==> src/sv/ird_pkg.sv <==
// ----------------------------------------------------------------------------
// ird_pkg
// Shared types, constants and the digit-to-character mapping for the
// integer-to-radix-digits converter.
// ----------------------------------------------------------------------------
package ird_pkg;

    // Width of the radix register and of one stored digit.
    localparam int RADIX_W = 6;
    localparam int DIGIT_W = 6;
    localparam int CHAR_W  = 7;

    localparam logic [RADIX_W-1:0] RADIX_MIN   = 6'd2;
    localparam logic [RADIX_W-1:0] RADIX_MAX   = 6'd36;
    localparam logic [RADIX_W-1:0] RADIX_RESET = 6'd10;

    localparam logic [CHAR_W-1:0]  CHAR_ZERO   = 7'd48;
    localparam logic [CHAR_W-1:0]  CHAR_A      = 7'd65;
    localparam logic [DIGIT_W-1:0] DIGIT_TEN   = 6'd10;
    localparam logic [DIGIT_W-1:0] DIGIT_NINE  = 6'd9;

    // Status returned by the serial divider to the sequencer.
    typedef struct packed {
        logic done;         // one-cycle pulse when quotient and remainder are ready
        logic quotient_nz;  // quotient has at least one bit set
    } div_status_t;

    // Map a digit value 0..35 to its ASCII character.
    function automatic logic [CHAR_W-1:0] digit_to_char(input logic [DIGIT_W-1:0] d);
        logic [CHAR_W-1:0] d_ext;
        d_ext = {1'b0, d};
        if (d > DIGIT_NINE)
            return CHAR_A + d_ext - {1'b0, DIGIT_TEN};
        else
            return CHAR_ZERO + d_ext;
    endfunction

endpackage

==> src/sv/ird_ram.sv <==
// ----------------------------------------------------------------------------
// ird_ram
// Generic simple dual-port RAM: one write port, one read port, registered
// read data.
// ----------------------------------------------------------------------------
module ird_ram #(
    parameter int WIDTH = 8,
    parameter int DEPTH = 64
) (
    input  logic                     clk,
    input  logic                     wr_en,
    input  logic [$clog2(DEPTH)-1:0] wr_addr,
    input  logic [WIDTH-1:0]         wr_data,
    input  logic [$clog2(DEPTH)-1:0] rd_addr,
    output logic [WIDTH-1:0]         rd_data
);

    logic [WIDTH-1:0] mem [DEPTH];
    logic [WIDTH-1:0] rd_data_reg;

    // Write port and registered read port.
    always_ff @(posedge clk)
    begin
        if (wr_en)
        begin
            mem[wr_addr] <= wr_data;
        end
        rd_data_reg <= mem[rd_addr];
    end

    assign rd_data = rd_data_reg;

endmodule

==> src/sv/ird_divider.sv <==
// ----------------------------------------------------------------------------
// ird_divider
// Bit-serial restoring divider: divides a VALUE_BITS-wide value by a small
// base, one quotient bit per cycle, and returns quotient and remainder.
// ----------------------------------------------------------------------------
module ird_divider
    import ird_pkg::*;
#(
    parameter int VALUE_BITS = 64
) (
    input  logic                  clk,
    input  logic                  rst_n,
    input  logic                  start,
    input  logic [VALUE_BITS-1:0] dividend,
    input  logic [RADIX_W-1:0]    divisor,
    output logic [VALUE_BITS-1:0] quotient,
    output logic [DIGIT_W-1:0]    remainder,
    output div_status_t           status
);

    localparam int STEP_W = $clog2(VALUE_BITS);

    logic [VALUE_BITS-1:0] quo_reg, quo_next;
    logic [DIGIT_W-1:0]    rem_reg, rem_next;
    logic [STEP_W-1:0]     step_reg, step_next;
    logic                  active_reg, active_next;
    logic                  done_reg, done_next;
    logic                  nz_reg, nz_next;

    logic [DIGIT_W:0]      trial;
    logic [DIGIT_W:0]      diff;
    logic                  ge;

    // One restoring step: bring down the next dividend bit and try to subtract.
    assign trial = {rem_reg, quo_reg[VALUE_BITS-1]};
    assign ge    = (trial >= {1'b0, divisor});
    assign diff  = trial - {1'b0, divisor};

    always_comb
    begin
        quo_next    = quo_reg;
        rem_next    = rem_reg;
        step_next   = step_reg;
        active_next = active_reg;
        done_next   = 1'b0;
        nz_next     = nz_reg;
        if (start)
        begin
            quo_next    = dividend;
            rem_next    = '0;
            step_next   = STEP_W'(VALUE_BITS - 1);
            active_next = 1'b1;
            nz_next     = 1'b0;
        end
        else if (active_reg)
        begin
            // The partial remainder stays below the divisor, so it fits DIGIT_W bits.
            rem_next = ge ? diff[DIGIT_W-1:0] : trial[DIGIT_W-1:0];
            quo_next = {quo_reg[VALUE_BITS-2:0], ge};
            nz_next  = nz_reg | ge;
            if (step_reg == '0)
            begin
                active_next = 1'b0;
                done_next   = 1'b1;
            end
            else
            begin
                step_next = step_reg - 1'b1;
            end
        end
    end

    // Control registers.
    always_ff @(posedge clk or negedge rst_n)
    begin
        if (!rst_n)
        begin
            active_reg <= 1'b0;
            done_reg   <= 1'b0;
            step_reg   <= '0;
        end
        else
        begin
            active_reg <= active_next;
            done_reg   <= done_next;
            step_reg   <= step_next;
        end
    end

    // Datapath registers.
    always_ff @(posedge clk)
    begin
        quo_reg <= quo_next;
        rem_reg <= rem_next;
        nz_reg  <= nz_next;
    end

    assign quotient           = quo_reg;
    assign remainder          = rem_reg;
    assign status.done        = done_reg;
    assign status.quotient_nz = nz_reg;

endmodule

==> src/sv/integer_to_radix_digits_core.sv <==
// ----------------------------------------------------------------------------
// integer_to_radix_digits_core
// Converts an unsigned value to ASCII digits in a programmable radix and
// emits them most significant first, flagging the last one.
// ----------------------------------------------------------------------------
// Each digit costs one full pass of the bit-serial divider, then the digits
// stream out of the digit RAM one per cycle. One item is in flight at a time;
// the next item is taken only once the sequencer is back in idle.
// Reset: radix returns to 10 and the sequencer goes idle. Results cannot stall.
// ----------------------------------------------------------------------------
module integer_to_radix_digits_core
    import ird_pkg::*;
#(
    parameter int VALUE_BITS = 64
) (
    input  logic                clk,
    input  logic                rst_n,
    input  logic                start,
    output logic                busy,
    input  logic [63:0]         number_in,
    input  logic                radix_wr_en,
    input  logic [RADIX_W-1:0]  radix_wr_data,
    output logic                digit_valid,
    output logic [CHAR_W-1:0]   digit_char,
    output logic                last_digit
);

    localparam int ADDR_W = $clog2(VALUE_BITS);
    localparam int CNT_W  = $clog2(VALUE_BITS + 1);

    typedef enum logic [2:0] {
        ST_IDLE   = 3'b001,
        ST_DIVIDE = 3'b010,
        ST_EMIT   = 3'b100
    } state_t;

    state_t               state_reg, state_next;
    logic [CNT_W-1:0]     cnt_reg, cnt_next;
    logic [RADIX_W-1:0]   radix_reg;
    logic                 valid_reg, valid_next;
    logic                 last_reg, last_next;

    logic [RADIX_W-1:0]    eff_base;
    logic                  div_start;
    logic [VALUE_BITS-1:0] div_dividend;
    logic [VALUE_BITS-1:0] div_quotient;
    logic [DIGIT_W-1:0]    div_remainder;
    div_status_t           div_status;

    logic                  ram_wr_en;
    logic [ADDR_W-1:0]     ram_wr_addr;
    logic [ADDR_W-1:0]     ram_rd_addr;
    logic [DIGIT_W-1:0]    ram_rd_data;
    logic [CNT_W-1:0]      cnt_minus_one;

    // Radix register; out-of-range codes are clamped when used.
    always_ff @(posedge clk or negedge rst_n)
    begin
        if (!rst_n)
        begin
            radix_reg <= RADIX_RESET;
        end
        else if (radix_wr_en)
        begin
            radix_reg <= radix_wr_data;
        end
    end

    always_comb
    begin
        if (radix_reg < RADIX_MIN)
            eff_base = RADIX_MIN;
        else if (radix_reg > RADIX_MAX)
            eff_base = RADIX_MAX;
        else
            eff_base = radix_reg;
    end

    // The first pass divides the input value; later passes divide the quotient.
    assign div_dividend = (state_reg == ST_IDLE) ? number_in[VALUE_BITS-1:0] : div_quotient;

    ird_divider #(
        .VALUE_BITS (VALUE_BITS)
    ) u_divider (
        .clk       (clk),
        .rst_n     (rst_n),
        .start     (div_start),
        .dividend  (div_dividend),
        .divisor   (eff_base),
        .quotient  (div_quotient),
        .remainder (div_remainder),
        .status    (div_status)
    );

    // Digits are stored least significant first and read back in reverse.
    assign cnt_minus_one = cnt_reg - 1'b1;
    assign ram_wr_addr   = cnt_reg[ADDR_W-1:0];
    assign ram_rd_addr   = cnt_minus_one[ADDR_W-1:0];

    ird_ram #(
        .WIDTH (DIGIT_W),
        .DEPTH (VALUE_BITS)
    ) u_digit_ram (
        .clk     (clk),
        .wr_en   (ram_wr_en),
        .wr_addr (ram_wr_addr),
        .wr_data (div_remainder),
        .rd_addr (ram_rd_addr),
        .rd_data (ram_rd_data)
    );

    // Sequencer: repeated division, then readout of the stored digits.
    always_comb
    begin
        state_next = state_reg;
        cnt_next   = cnt_reg;
        valid_next = 1'b0;
        last_next  = 1'b0;
        div_start  = 1'b0;
        ram_wr_en  = 1'b0;
        case (state_reg)
            ST_IDLE:
            begin
                if (start)
                begin
                    div_start  = 1'b1;
                    cnt_next   = '0;
                    state_next = ST_DIVIDE;
                end
            end
            ST_DIVIDE:
            begin
                if (div_status.done)
                begin
                    ram_wr_en = 1'b1;
                    cnt_next  = cnt_reg + 1'b1;
                    if (div_status.quotient_nz)
                        div_start = 1'b1;
                    else
                        state_next = ST_EMIT;
                end
            end
            ST_EMIT:
            begin
                valid_next = 1'b1;
                last_next  = (cnt_reg == CNT_W'(1));
                cnt_next   = cnt_minus_one;
                if (cnt_reg == CNT_W'(1))
                    state_next = ST_IDLE;
            end
            default:
            begin
                state_next = ST_IDLE;
            end
        endcase
    end

    always_ff @(posedge clk or negedge rst_n)
    begin
        if (!rst_n)
        begin
            state_reg <= ST_IDLE;
            cnt_reg   <= '0;
            valid_reg <= 1'b0;
            last_reg  <= 1'b0;
        end
        else
        begin
            state_reg <= state_next;
            cnt_reg   <= cnt_next;
            valid_reg <= valid_next;
            last_reg  <= last_next;
        end
    end

    // Result ports line up with the registered RAM read.
    assign busy        = (state_reg != ST_IDLE);
    assign digit_valid = valid_reg;
    assign last_digit  = last_reg;
    assign digit_char  = digit_to_char(ram_rd_data);

    // Checks on the sequencer and the emitted characters.
    a_char_range: assert property (@(posedge clk) disable iff (!rst_n)
        digit_valid |-> ((digit_char >= CHAR_ZERO && digit_char <= CHAR_ZERO + 7'd9) ||
                         (digit_char >= CHAR_A && digit_char <= CHAR_A + 7'd25)))
        else $error("digit character out of range");

    a_accept_busy: assert property (@(posedge clk) disable iff (!rst_n)
        (start && !busy) |=> busy)
        else $error("accepted item did not raise busy");

    a_last_valid: assert property (@(posedge clk) disable iff (!rst_n)
        last_digit |-> digit_valid)
        else $error("last flag without a valid digit");

    a_emit_count: assert property (@(posedge clk) disable iff (!rst_n)
        (state_reg == ST_EMIT) |-> (cnt_reg != '0))
        else $error("readout started with no stored digits");

endmodule

==> config.mk <==
export PLATFORM = sky130hd
export DESIGN_NAME = integer_to_radix_digits_core
export DESIGN_NICKNAME = d
export VERILOG_FILES = /design/src/sv/ird_pkg.sv /design/src/sv/ird_ram.sv /design/src/sv/ird_divider.sv /design/src/sv/integer_to_radix_digits_core.sv
export SDC_FILE = /design/constraint.sdc
export NUM_CORES = 1
export LEC_CHECK = 0
export BUFFER_PORTS_ARGS = -buffer_cell sky130_fd_sc_hd__buf_4
export CORE_MARGIN = 4
export CORE_UTILIZATION = 32
export CTS_CLUSTER_SIZE = 30
export DETAILED_ROUTE_END_ITERATION = 8
export PLACE_DENSITY = 0.51
export SLEW_MARGIN = 10
export SYNTH_ARGS = -nofsm -noshare
export SYNTH_HDL_FRONTEND = slang
export SYNTH_SLANG_ARGS = --single-unit
==> constraint.sdc <==
create_clock -name clk -period 9.6 [get_ports clk]
set_clock_uncertainty 0.2 [all_clocks]
set_input_delay 1.44 -clock clk [delete_from_list [all_inputs] [get_ports clk]]
set_output_delay 1.44 -clock clk [all_outputs]
set_load 0.005 [all_outputs]
# Word-level counts from Yosys, hierarchy flattened
# Memory sizes are Yosys's and may differ from the RTL's. A register that Yosys moved wholly into a read port is not among the register bits.
# Index checks and enable logic that the tools add are counted.
[word_totals]
reg_bits = 97
latchBits = 0
ramBits = 384
rom_bits = 0
output_inout_bits = 10
elab_cells = 76
mem_count = 1
[mem_list]
columns = ["name", "words", "width", "rd", "rd_ports_with_merged_regs", "write_ports", "line", "text"]
rows = [
  ["u_digit_ram.mem", 64, 6, 1, 1, 1, "ird_ram.sv:18", "logic [WIDTH-1:0] mem [DEPTH];"],
]
[classes]
add_sub_neg = 7
mul = 0
div = 0
order_cmp = 4
n_eq_ne = 11
shifts = 0
muxes = 34
bitwise = 1
reduce_logical = 7
[ops]
columns = ["cell", "n"]
rows = [
  ["$mux 64", 3],
  ["$mux 6", 6],
  ["$mux 7", 3],
  ["$pmux 7 s3", 1],
  ["$mux 1", 15],
  ["$mux 3", 4],
  ["$pmux 3 s3", 1],
  ["$ne 2x2->1 const B", 4],
  ["$add 6x6->7 const A", 1],
  ["$add 7x1->7 const B", 1],
  ["$add 7x6->7 const A", 1],
  ["$eq 7x1->1 const B", 1],
  ["$ge 7x6->1", 1],
  ["$sub 7x1->7 const B", 1],
  ["$sub 7x4->7 const B", 1],
  ["$gt 6x4->1 const B", 1],
  ["$gt 6x6->1 const B", 1],
  ["$logic_not 6->1", 1],
  ["$lt 6x2->1 const B", 1],
  ["$sub 6x1->6 const B", 1],
  ["$sub 6x6->6", 1],
  ["$ne 2x1->1 const B", 2],
  ["$reduce_and 2->1", 2],
  ["$reduce_and 4->1", 1],
  ["other kinds (9)", 9],
]

# Logic depth before layout (Yosys ltp)
# Gate-level depths: netlist of run 1.
[logic_depth]
ltp_word = 6
depth_mapped = 14
depth_no_buf = 11

# Hierarchy
# Synthesis of run 1 repeated with hierarchy kept, for this count alone.
[unflattened]
cells_unflattened = 1195
area_unflattened_um2 = 21079.0
[modules_own_cells]
columns = ["mod", "n_inst", "cells_each", "area_per_inst_um2"]
rows = [
  ["ird_ram", 1, 720, 15225.9],
  ["ird_divider", 1, 252, 3688.5],
  ["integer_to_radix_digits_core", 1, 223, 2164.6],
]

# Least setup slack after synthesis of run 1
# Ideal clock, no wire load.
[synth_path]
path_kind = "input to register"
start = "in start"
end = "reg u_divider.quo_reg[0], in the netlist u_divider.quotient[0] (enable)"
setup_time_ps = 427
arrival_time_ps = 3495
required_ps = 8973
path_slack_ps = 5478
path_stages = 4
n_path_buf = 1
cell_sequence = "nand3b_1 a21oi_1 clkbuf_1 o22a_1"
[synth_via]
elab_chain_len = 4
elab_cells_between_ends = 5
cone_classes = "eq/ne: 1; mux: 2; reduce/logical: 2"
[synth_rtl]
columns = ["item", "line", "text"]
rows = [
  ["start, declared", "integer_to_radix_digits_core.sv:18", "input logic start,"],
  ["$mux 1 *", "integer_to_radix_digits_core.sv:124", "if (start)"],
  ["$pmux 1 s2 *", "integer_to_radix_digits_core.sv:121", "case (state_reg)"],
  ["$ne 2x1->1 (no source line) or $reduce_bool 2->1 (tied branches)", "-", ""],
  ["$reduce_and 2->1 (no source line) *", "-", ""],
  ["end signal, assigned", "ird_divider.sv:93", "quo_reg <= quo_next;"],
  ["end, declared", "ird_divider.sv:23", "logic [VALUE_BITS-1:0] quo_reg, quo_next;"],
]
# Mark *: on every way between the ends. The rest lies on a longest branch, timed or not.
# A chain may end at the register's enable or synchronous reset.

# Worst setup path after layout of run 1
[layout_path]
start = "reg u_digit_ram.rd_data_reg[4], in the netlist u_digit_ram.rd_data[4] (read register of u_digit_ram.mem)"
end = "out digit_char[4]"
[layout_via]
elab_chain_len = 3
elab_cells_between_ends = 5
cone_classes = "add/sub: 3; order compare: 1; mux: 1"
[layout_rtl]
columns = ["item", "line", "text"]
rows = [
  ["start, declared", "ird_ram.sv:19", "logic [WIDTH-1:0] rd_data_reg;"],
  ["$add 7x6->7", "ird_pkg.sv:33", "return CHAR_A + d_ext - {1'b0, DIGIT_TEN};"],
  ["$sub 7x4->7", "ird_pkg.sv:33", ""],
  ["$mux 7 *", "ird_pkg.sv:32", "if (d > DIGIT_NINE)"],
  ["end, declared", "integer_to_radix_digits_core.sv:24", "output logic [CHAR_W-1:0] digit_char,"],
]
# Marked as above.

==> flow_metrics.env, run 1 <==
export IMPL_switching_share_pct=35.4
export IMPL_fin_total_pwr_mw=7.85
export IMPL_worstSetupStartpointType="flop"
export IMPL_area_growth_pct=15.9
export IMPL_overflow=0
export IMPL_htree_levels=2
export IMPL_path_clk_slew_ns=0.06
export IMPL_via_count=11000
export IMPL_drv_slew=0
export IMPL_cp_cell_sequence="inv_1 > ha_1 > a32oi_1 > o21ai_1 > nor2_1 > xnor2_1 > buf_4"
export IMPL_dieWidth_um=259
export IMPL_fin_nets=1461
export IMPL_outcome="finished clean"
export IMPL_p_clk_share_pct=25.4
export IMPL_insertion_delay_ns=0.59
export IMPL_clk_path_buf_depth=3
export IMPL_grt_setup_unrepaired="false"
export IMPL_finalWorstPathRequiredPeriod_ns=3.89
export IMPL_die_area_um2=67200
export IMPL_diodes=0
export IMPL_synth_largest_area_cell="edfxtp_1"
export IMPL_grt_pass1_wl_um=71900
export IMPL_synthArstFlopShare_pct=5.34
export IMPL_reg2reg_slack_ns=5.80
export IMPL_synth_compound_area_share_pct=3.80
export IMPL_drv_cap=0
export IMPL_cts_root_buf="clkbuf_16"
export IMPL_path_class="flop to output pin"
export IMPL_wl_um=46700
export IMPL_ioPinCount=84
export IMPL_vias_per_cell=4.91
export IMPL_yosysTopAreaCellShare_pct=66.6
export IMPL_drtIter0Drc=737
export IMPL_r2r_end="u_digit_ram.rd_data[5]$_DFF_P_"
export IMPL_antenna_found_initial=0
export IMPL_ant_nets=0
export IMPL_synthMuxAreaShare_pct=11.9
export IMPL_cts_post_setup_buffers_inserted=0
export IMPL_rows=91
export IMPL_route_detailed_drc=0
export IMPL_coreArea_um2=62100
export IMPL_synth_fa_ha_area_share_pct=1.03
export IMPL_leakagePower_nw=8.07
export IMPL_cp_arrival_ns=2.25
export IMPL_vdd_drop_max_uv=231
export IMPL_critPathMaxStageDelay_ns=0.46
export IMPL_setup_tns_ns=0
export IMPL_synth_warnings=0
export IMPL_clock_sinks=487
export IMPL_cp_num_buf_inv=2
export IMPL_port_buffer_count=83
export IMPL_fmax_ghz=0.257
export IMPL_grt_max_degree=68
export IMPL_syn_nets=1381
export IMPL_critical_path_required_ns=7.96
export IMPL_first_pass_iters=7
export IMPL_synthFlopType="edfxtp_1"
export IMPL_drive_gt1_share_pct=21.3
export IMPL_syn_avg_cell_area_um2=15.6
export IMPL_place_hpwl_um=28200
export IMPL_rr_startpoint="cnt_reg[1]$_DFFE_PN0P_"
export IMPL_endpoint="digit_char[4]"
export IMPL_place_congestion=0.770
export IMPL_hold_viol=0
export IMPL_max_slew_worst_pin_slew_ns=1.05
export IMPL_post_drt_wl_per_cell_um=20.8
export IMPL_critPathTopFamily="compound AO/OA/AOI/OAI gates"
export IMPL_hp_class="flop to flop"
export IMPL_p_seq_share_pct=37.5
export IMPL_numCtsBuffers=52
export IMPL_pwr_share_comb_pct=37.1
export IMPL_ys_top_cells_by_area="edfxtp_1 67%, mux4_2 11%, nand2_1 5.3%, dfrtp_1 2.9%, nor2_1 1.6%"
export IMPL_cp_startpoint="u_digit_ram.rd_data[4]$_DFF_P_"
export IMPL_ys_ff_latch=487
export IMPL_synth_xor_area_share_pct=0.651
export IMPL_critical_path_depth=7
export IMPL_cp_end_kind="output pin"
export IMPL_slew_headroom_pct=29.7
export IMPL_yosysUniqueCellTypes=64
export IMPL_synthesis_area_um2=20200
export IMPL_ys_seq_area_share_pct=71.1
export IMPL_crit_fanout=9
export IMPL_synth_edff_count=448
export IMPL_internal_power_mw=5.08
export IMPL_post_cts_resized=0
export IMPL_syn_inst=1291
export IMPL_worstRegToRegCells=8
export IMPL_tritoncts="yes"
export IMPL_synth_top_family_by_area="multiplexers"
export IMPL_hold_buffers=0
export IMPL_synth_most_common_cell="edfxtp_1"
export IMPL_grt_pass1_vias=11500
export IMPL_slowest_stage="o21ai_1"
export IMPL_largest_reg_flops=384
export IMPL_synth_simple_area_share_pct=9.32
export IMPL_grt_total_usage_pct=13.9
export IMPL_start_util_pct=32.5
export IMPL_die_y_um=259
export IMPL_finalSetupViolations=0
export IMPL_pwr_density_cell_nw_per_um2=335
export IMPL_final_period_utilization_pct=40.5
export IMPL_ys_top_cells_by_count="448 x edfxtp_1, 286 x nand2_1, 96 x mux4_2, 86 x nor2_1, 37 x clkbuf_1"
export IMPL_power_switching_mw=2.78
[cell usage in the layout, fill, tap and decap left out, types with 9 or more instances in the layout]
master     Yosys  layout
a21oi_1       16      15
and3_1        11      11
buf_4          7      99
clkbuf_1      37       9
clkbuf_16      0      53
clkinv_1       0      11
clkinv_2       0       9
dfrtp_1       23      22
edfxtp_1     448     448
ha_1          15      14
inv_1         19      19
mux2i_1       18      18
mux4_2        96      96
nand2_1      286     286
nand3_1       23      23
nor2_1        86      86
o21ai_0       18      18
o21ai_1        9       9
xnor2_1       12      10
[worst min path at each step]
stage | startpoint | end | slack [ns] | cells after the start
global placement | cnt_reg[6]$_DFFE_PN0P_ | cnt_reg[6]$_DFFE_PN0P_ | 0.28 | 1
floorplan | cnt_reg[6]$_DFFE_PN0P_ | cnt_reg[6]$_DFFE_PN0P_ | 0.24 | 1
CTS | u_divider.quotient[22]$_DFFE_PP_ | u_divider.quotient[23]$_DFFE_PP_ | 0.30 | 2
finish | cnt_reg[6]$_DFFE_PN0P_ | cnt_reg[6]$_DFFE_PN0P_ | 0.30 | 1
global route | u_divider.quotient[35]$_DFFE_PP_ | u_divider.quotient[36]$_DFFE_PP_ | 0.33 | 2
detailed placement | cnt_reg[6]$_DFFE_PN0P_ | cnt_reg[6]$_DFFE_PN0P_ | 0.30 | 1
[metrics by stage]
step / hold WS, ns / setup slack (ns) / area (um2) / std cells / util (%)
after floorplan: 0.239 / 5.48 / 20200 / 1291 / -
after global routing: 0.325 / 5.50 / 23400 / 2250 / 37.7
after detailed placement: 0.297 / 5.75 / 21700 / 2154 / 35.0
final: 0.300 / 5.71 / 23400 / 2250 / 37.7
after global placement: 0.282 / 5.77 / 21700 / 2154 / 35.0
after CTS: 0.303 / 5.66 / 23400 / 2250 / 37.7
[cells by family after synthesis]
logic type / count (synthesis)
flops: 487
simple gates: 451
mux: 120
compound gates: 108
buf+inv: 94
fa+ha+maj: 16
xor+xnor: 15
[metal layers]
metal | part of all wire, % | vias to the layer above | GRT usage [%]
li1 | - | 5053 | -
met1 | 46 | 5660 | 19.7
met2 | 47 | 274 | 22.4
met3 | 5.0 | 57 | 2.76
met4 | 1.8 | 0 | 3.21
met5 | 0 | - | 0
[final cells by class]
| class | instances | area (um2) |
|---|---|---|
| Clock buffer | 63 | 1370 |
| Clock inverter | 33 | 330 |
| Fill cell | 5780 | 38600 |
| Inverter | 21 | 78.8 |
| Multi-Input combinational cell | 710 | 5460 |
| Sequential cell | 487 | 14400 |
| Tap cell | 837 | 1050 |
| Timing Repair Buffer | 99 | 743 |
[power by group through the flow]
| stage | registers [mW] | logic, mW | clock network (mW) |
|---|---|---|---|
| 3_5_place_dp | 2.99 | 2.96 | 0 |
| 2_1_floorplan | 3.02 | 1.91 | 0 |
| 3_3_place_gp | 2.98 | 2.92 | 0 |
| 4_1_cts | 2.94 | 2.96 | 2.04 |
| 6_report | 2.94 | 2.92 | 1.99 |
| 5_1_grt | 2.97 | 3.19 | 2.14 |
Power figures use the tool's default switching activity.
==> run 2, diff against run 1 <==
clock period = 3.69 ns   (was 9.6 ns; I/O delays follow)
==> run 2 against run 1 <==
Sequential cell count stayed put. Combinational power grew to 2.6 times the previous value. Sequential power grew to 2.6 times the previous value. Clock power grew to 2.5 times the previous value. Clock-buffer cell count is 6 higher. Final cell count is 3.7% higher. Utilization is 1.1 points higher. Final area is 3.0% higher. Worst setup slack worse by 5.3 ns. Global-route usage is 0.093 points lower. Critical path type is now flop to flop.
==> flow_metrics.env, run 2 (synthesis results as in run 1) <==
export IMPL_layout_commonest_cell="edfxtp_1"
export IMPL_route_detailed_drc=0
export IMPL_cp_num_buf_inv=0
export IMPL_drtIter0Drc=978
export IMPL_overflow=0
export IMPL_rr_startpoint="state_reg[2]$_DFFE_PN0P_"
export IMPL_clock_sinks=487
export IMPL_fin_nets=1544
export IMPL_rows=91
export IMPL_fin_area_um2=24100
export IMPL_area_growth_pct=19.4
export IMPL_grt_pass1_vias=11600
export IMPL_pwr_density_cell_nw_per_um2=844
export IMPL_layout_cells_most_common_list="448 x edfxtp_1, 286 x nand2_1, 131 x buf_4, 96 x mux4_2, 86 x nor2_1"
export IMPL_numCtsBuffers=52
export IMPL_leakagePower_nw=8.45
export IMPL_antenna_found_initial=1
export IMPL_cts_root_buf="clkbuf_16"
export IMPL_finalWorstPathRequiredPeriod_ns=3.26
export IMPL_die_area_um2=67200
export IMPL_power_switching_mw=7.11
export IMPL_grt_pass1_wl_um=71600
export IMPL_instances_no_fill=2334
export IMPL_worstRegToRegCells=6
export IMPL_critPathMaxStageDelay_ns=0.55
export IMPL_place_inst=2190
export IMPL_cp_arrival_ns=3.27
export IMPL_vias_per_cell=4.83
export IMPL_via_count=11300
export IMPL_min_path_cells=3
export IMPL_coreArea_um2=62100
export IMPL_grt_max_degree=67
export IMPL_ant_nets=0
export IMPL_hp_class="input port to flop"
export IMPL_ioPinCount=84
export IMPL_final_period_utilization_pct=88.3
export IMPL_cp_cell_sequence="nor2b_1 > nor2b_1 > nand2_1 > nor2_1 > nand2_1 > nor2_1"
export IMPL_die_y_um=259
export IMPL_crit_fanout=10
export IMPL_cp_end_kind="flop"
export IMPL_tritoncts="yes"
export IMPL_grt_total_usage_pct=13.8
export IMPL_slew_headroom_pct=23.1
export IMPL_max_slew_worst_pin_slew_ns=1.15
export IMPL_place_hpwl_um=28800
export IMPL_pwr_share_comb_pct=37.6
export IMPL_hold_viol=0
export IMPL_post_drt_wl_per_cell_um=19.9
export IMPL_slowest_stage="nor2_1"
export IMPL_place_congestion=0.779
export IMPL_place_area_um2=22000
export IMPL_drive_gt1_share_pct=22.3
export IMPL_clk_path_buf_depth=3
export IMPL_switching_share_pct=34.9
export IMPL_fmax_ghz=0.307
export IMPL_insertion_delay_ns=0.58
export IMPL_critical_path_required_ns=3.70
export IMPL_drv_slew=0
export IMPL_finalSetupViolations=0
export IMPL_reg2reg_slack_ns=0.43
export IMPL_first_pass_iters=5
export IMPL_largest_reg_flops=384
export IMPL_port_buffer_count=83
export IMPL_fin_total_pwr_mw=20.4
export IMPL_min_from="number_in[19]"
export IMPL_dieWidth_um=259
export IMPL_wl_um=46500
export IMPL_p_seq_share_pct=37.7
export IMPL_grt_setup_unrepaired="false"
export IMPL_vdd_drop_max_uv=426
export IMPL_min_to="u_divider.quotient[19]$_DFFE_PP_"
export IMPL_worstSetupStartpointType="flop"
export IMPL_path_class="flop to flop"
export IMPL_drv_cap=0
export IMPL_start_util_pct=32.5
export IMPL_p_clk_share_pct=24.7
export IMPL_path_clk_slew_ns=0.05
export IMPL_htree_levels=2
export IMPL_r2r_end="u_digit_ram.mem[33][2]$_DFFE_PP_"
export IMPL_outcome="finished clean"
export IMPL_internal_power_mw=13.2
export IMPL_critPathTopFamily="simple AND/OR/NAND/NOR gates"
export IMPL_setup_tns_ns=0
run 2: final cells by class:
cell class / instances / area (um2)
Inverter: 21 / 78.8
Sequential cell: 487 / 14400
Multi-Input combinational cell: 710 / 5450
Fill cell: 5760 / 37900
Clock buffer: 69 / 1390
Antenna cell: 1 / 2.50
Timing Repair Buffer: 182 / 1530
Tap cell: 837 / 1050
Clock inverter: 27 / 245
run 2: per-stage QoR:
stage / hold slack, ns / setup WS (ns) / utilization [%]
2_1_floorplan: 0.0579 / 0.247 / -
3_3_place_gp: 0.269 / 0.578 / 35.5
3_5_place_dp: 0.269 / 0.444 / 35.5
4_1_cts: 0.00180 / 0.416 / 38.9
5_1_grt: 0.00706 / 0.204 / 38.9
6_report: 0.0331 / 0.433 / 38.9
run 2: what timing repair did:
action / in CTS / in global routing
buffers inserted: 0 / 0
hold buffers: 47 / 0
hold endpoints to repair: 72 / 0
endpoints found under the setup margin: 0 / 0
resized for setup: 0 / 0
run 2: per-layer routing:
metal / global-route usage, % / up-vias / share of wire (%)
met5: 0 / - / 0
met2: 22.0 / 290 / 46
met4: 3.22 / 0 / 1.7
met1: 19.5 / 5694 / 46
li1: - / 5232 / -
met3: 3.10 / 57 / 5.6
run 2: worst min-delay path: cells and delay by family:
kind / cells / cell delay (ns)
buffers and inverters: 1 / 0.08
AND/OR/NAND/NOR: 2 / 0.08
run 2: worst max-delay path by stage:
stage | cells past startpoint | slack, ns | endpoint | from
2_1_floorplan | 5 | 0.25 | u_divider.quotient[0]$_DFFE_PP_ | state_reg[0]$_DFFE_PN1P_
3_3_place_gp | 6 | 0.58 | u_digit_ram.rd_data[1]$_DFF_P_ | cnt_reg[0]$_DFFE_PN0P_
3_5_place_dp | 6 | 0.44 | u_digit_ram.mem[33][2]$_DFFE_PP_ | state_reg[2]$_DFFE_PN0P_
4_1_cts | 6 | 0.42 | u_digit_ram.mem[33][2]$_DFFE_PP_ | state_reg[2]$_DFFE_PN0P_
5_1_grt | 6 | 0.20 | u_digit_ram.mem[33][2]$_DFFE_PP_ | state_reg[2]$_DFFE_PN0P_
6_report | 6 | 0.43 | u_digit_ram.mem[33][2]$_DFFE_PP_ | state_reg[2]$_DFFE_PN0P_
run 2: power by group through the flow:
stage | clock network [mW] | logic (mW) | registers (mW)
3_5_place_dp | 0 | 7.72 | 7.79
6_report | 5.03 | 7.65 | 7.68
2_1_floorplan | 0 | 4.97 | 7.86
4_1_cts | 5.17 | 7.78 | 7.68
5_1_grt | 5.40 | 8.35 | 7.75
3_3_place_gp | 0 | 7.68 | 7.78
==> run 3, diff against run 2 <==
CORE_UTILIZATION = 40   (was 32)
PLACE_DENSITY = 0.6   (was 0.51)
==> run 3 against run 2 <==
Wire length shrank 3.4%. Die area shrank 19%. Sequential cell count unchanged. Clock-buffer cell count down 8. Clock power is essentially flat. Final area decreased by 2.4%. Critical path depth increased by 5. Worst hold slack worse by 0.0054 ns. Largest cell class unchanged. Register-to-register slack gained 0.06 ns.
==> flow_metrics.env, run 3 (synthesis results as in run 1) <==
export IMPL_place_inst=2022
export IMPL_place_area_um2=21800
export IMPL_die_y_um=233
export IMPL_die_area_um2=54100
export IMPL_crit_fanout=7
export IMPL_layout_commonest_cell="edfxtp_1"
export IMPL_drv_cap=0
export IMPL_grt_pass1_wl_um=69900
export IMPL_dieWidth_um=233
export IMPL_grt_max_degree=102
export IMPL_drv_slew=0
export IMPL_cp_end_kind="flop"
export IMPL_antenna_found_initial=1
export IMPL_post_cts_resized=0
export IMPL_wl_um=44900
export IMPL_clk_path_buf_depth=3
export IMPL_insertion_delay_ns=0.59
export IMPL_hp_class="input port to flop"
export IMPL_drive_gt1_share_pct=22.5
export IMPL_rows=82
export IMPL_outcome="finished clean"
export IMPL_drtIter0Drc=937
export IMPL_path_class="flop to flop"
export IMPL_fin_nets=1507
export IMPL_critical_path_required_ns=3.98
export IMPL_area_growth_pct=16.6
export IMPL_ant_nets=0
export IMPL_largest_reg_flops=384
export IMPL_start_util_pct=40.3
export IMPL_slew_headroom_pct=42.4
export IMPL_post_drt_wl_per_cell_um=21.1
export IMPL_place_hpwl_um=27400
export IMPL_leakagePower_nw=8.28
export IMPL_vias_per_cell=5.33
export IMPL_diodes=0
export IMPL_clock_sinks=487
export IMPL_cp_num_buf_inv=1
export IMPL_port_buffer_count=83
export IMPL_finalWorstPathRequiredPeriod_ns=3.20
export IMPL_instances_no_fill=2128
export IMPL_overflow=0
export IMPL_grt_pass1_vias=11600
export IMPL_cp_arrival_ns=3.49
export IMPL_fin_total_pwr_mw=20.3
export IMPL_critPathMaxStageDelay_ns=0.70
export IMPL_numCtsBuffers=50
export IMPL_critPathTopFamily="compound AO/OA/AOI/OAI gates"
export IMPL_worstSetupStartpointType="flop"
export IMPL_hold_viol=0
export IMPL_vdd_drop_max_uv=532
export IMPL_coreArea_um2=50100
export IMPL_slowest_stage="o31ai_1"
export IMPL_ioPinCount=84
export IMPL_setup_tns_ns=0
export IMPL_finalSetupViolations=0
export IMPL_first_pass_iters=5
export IMPL_place_congestion=0.797
export IMPL_final_period_utilization_pct=86.7
export IMPL_reg2reg_slack_ns=0.49
export IMPL_route_detailed_drc=0
export IMPL_fin_area_um2=23600
export IMPL_pwr_density_cell_nw_per_um2=863
export IMPL_path_clk_slew_ns=0.06
export IMPL_cts_root_buf="clkbuf_16"
export IMPL_via_count=11300
export IMPL_max_slew_worst_pin_slew_ns=0.865
export IMPL_layout_cells_most_common_list="448 x edfxtp_1, 286 x nand2_1, 128 x buf_4, 96 x mux4_2, 86 x nor2_1"
export IMPL_htree_levels=2
export IMPL_grt_total_usage_pct=16.8
export IMPL_tritoncts="yes"
export IMPL_fmax_ghz=0.313
export IMPL_grt_setup_unrepaired="false"
export IMPL_cp_cell_sequence="or2_2 > nor2_1 > a21o_1 > inv_1 > ha_1 > nor2b_1 > o21ai_1 > a21boi_1 > o31ai_1 > a21oi_1 > a311oi_1"
export IMPL_num_fill_cells=4371
[run 3: what timing repair did]
item | CTS | global route
buffers inserted | 0 | 0
hold buffers | 15 | 0
hold endpoints to repair | 40 | 0
setup endpoints to repair | 0 | 0
[run 3: metal layers]
| layer | vias to the layer above | part of all wire (%) | GRT usage (%) |
|---|---|---|---|
| met5 | - | 0.029 | 0 |
| met4 | 2 | 1.7 | 3.83 |
| met3 | 61 | 5.8 | 3.45 |
| met2 | 351 | 48 | 26.8 |
| met1 | 5764 | 45 | 24.1 |
| li1 | 5156 | - | - |
[run 3: path summary, 6_finish.rpt]
kind | startpoint | end | depth (start not counted)
worst max-delay path | radix_reg[4]$_DFFE_PN0P_ | u_divider.remainder[0]$_SDFFE_PP0P_ | 11
worst min-delay path | number_in[31] | u_divider.quotient[31]$_DFFE_PP_ | 3
worst max register to register | radix_reg[4]$_DFFE_PN0P_ | u_divider.remainder[0]$_SDFFE_PP0P_ | 11
worst min register to register | cnt_reg[6]$_DFFE_PN0P_ | cnt_reg[6]$_DFFE_PN0P_ | 1
max in group asynchronous | rst_n | state_reg[0]$_DFFE_PN1P_ | 2
min in group asynchronous | rst_n | radix_reg[4]$_DFFE_PN0P_ | 2
[run 3: layout make-up]
| type | count | area (um2) | area share (%) |
|---|---|---|---|
| repair buffers | 147 | 1190 | 5.06 |
| clock buffers | 61 | 1290 | 5.49 |
| multi-input cells | 710 | 5450 | 23.1 |
| inverters | 21 | 78.8 | 0.335 |
| well taps | 672 | 841 | 3.57 |
| clock inverters | 30 | 319 | 1.35 |
| flip-flops and latches | 487 | 14400 | 61.1 |
[run 3: tightest hold or removal path: stages]
cell     delay [ns]
buf_4          0.07
nand2_1        0.04
nand2_1        0.04
[run 3: report_power, final]
group	switching, mW	internal (mW)
clock	2.08	2.92
combinational	4.66	3.08
sequential	0.303	7.30
total	7.04	13.3
[run 3: through the flow]
stage          hold WS (ns)  util, %  setup WS, ns
2_1_floorplan        0.0579        -         0.247
3_3_place_gp          0.265     43.5         0.580
3_5_place_dp          0.291     43.5         0.527
4_1_cts             0.00152     47.0         0.519
5_1_grt              0.0168     47.0         0.213
6_report             0.0277     47.0         0.490
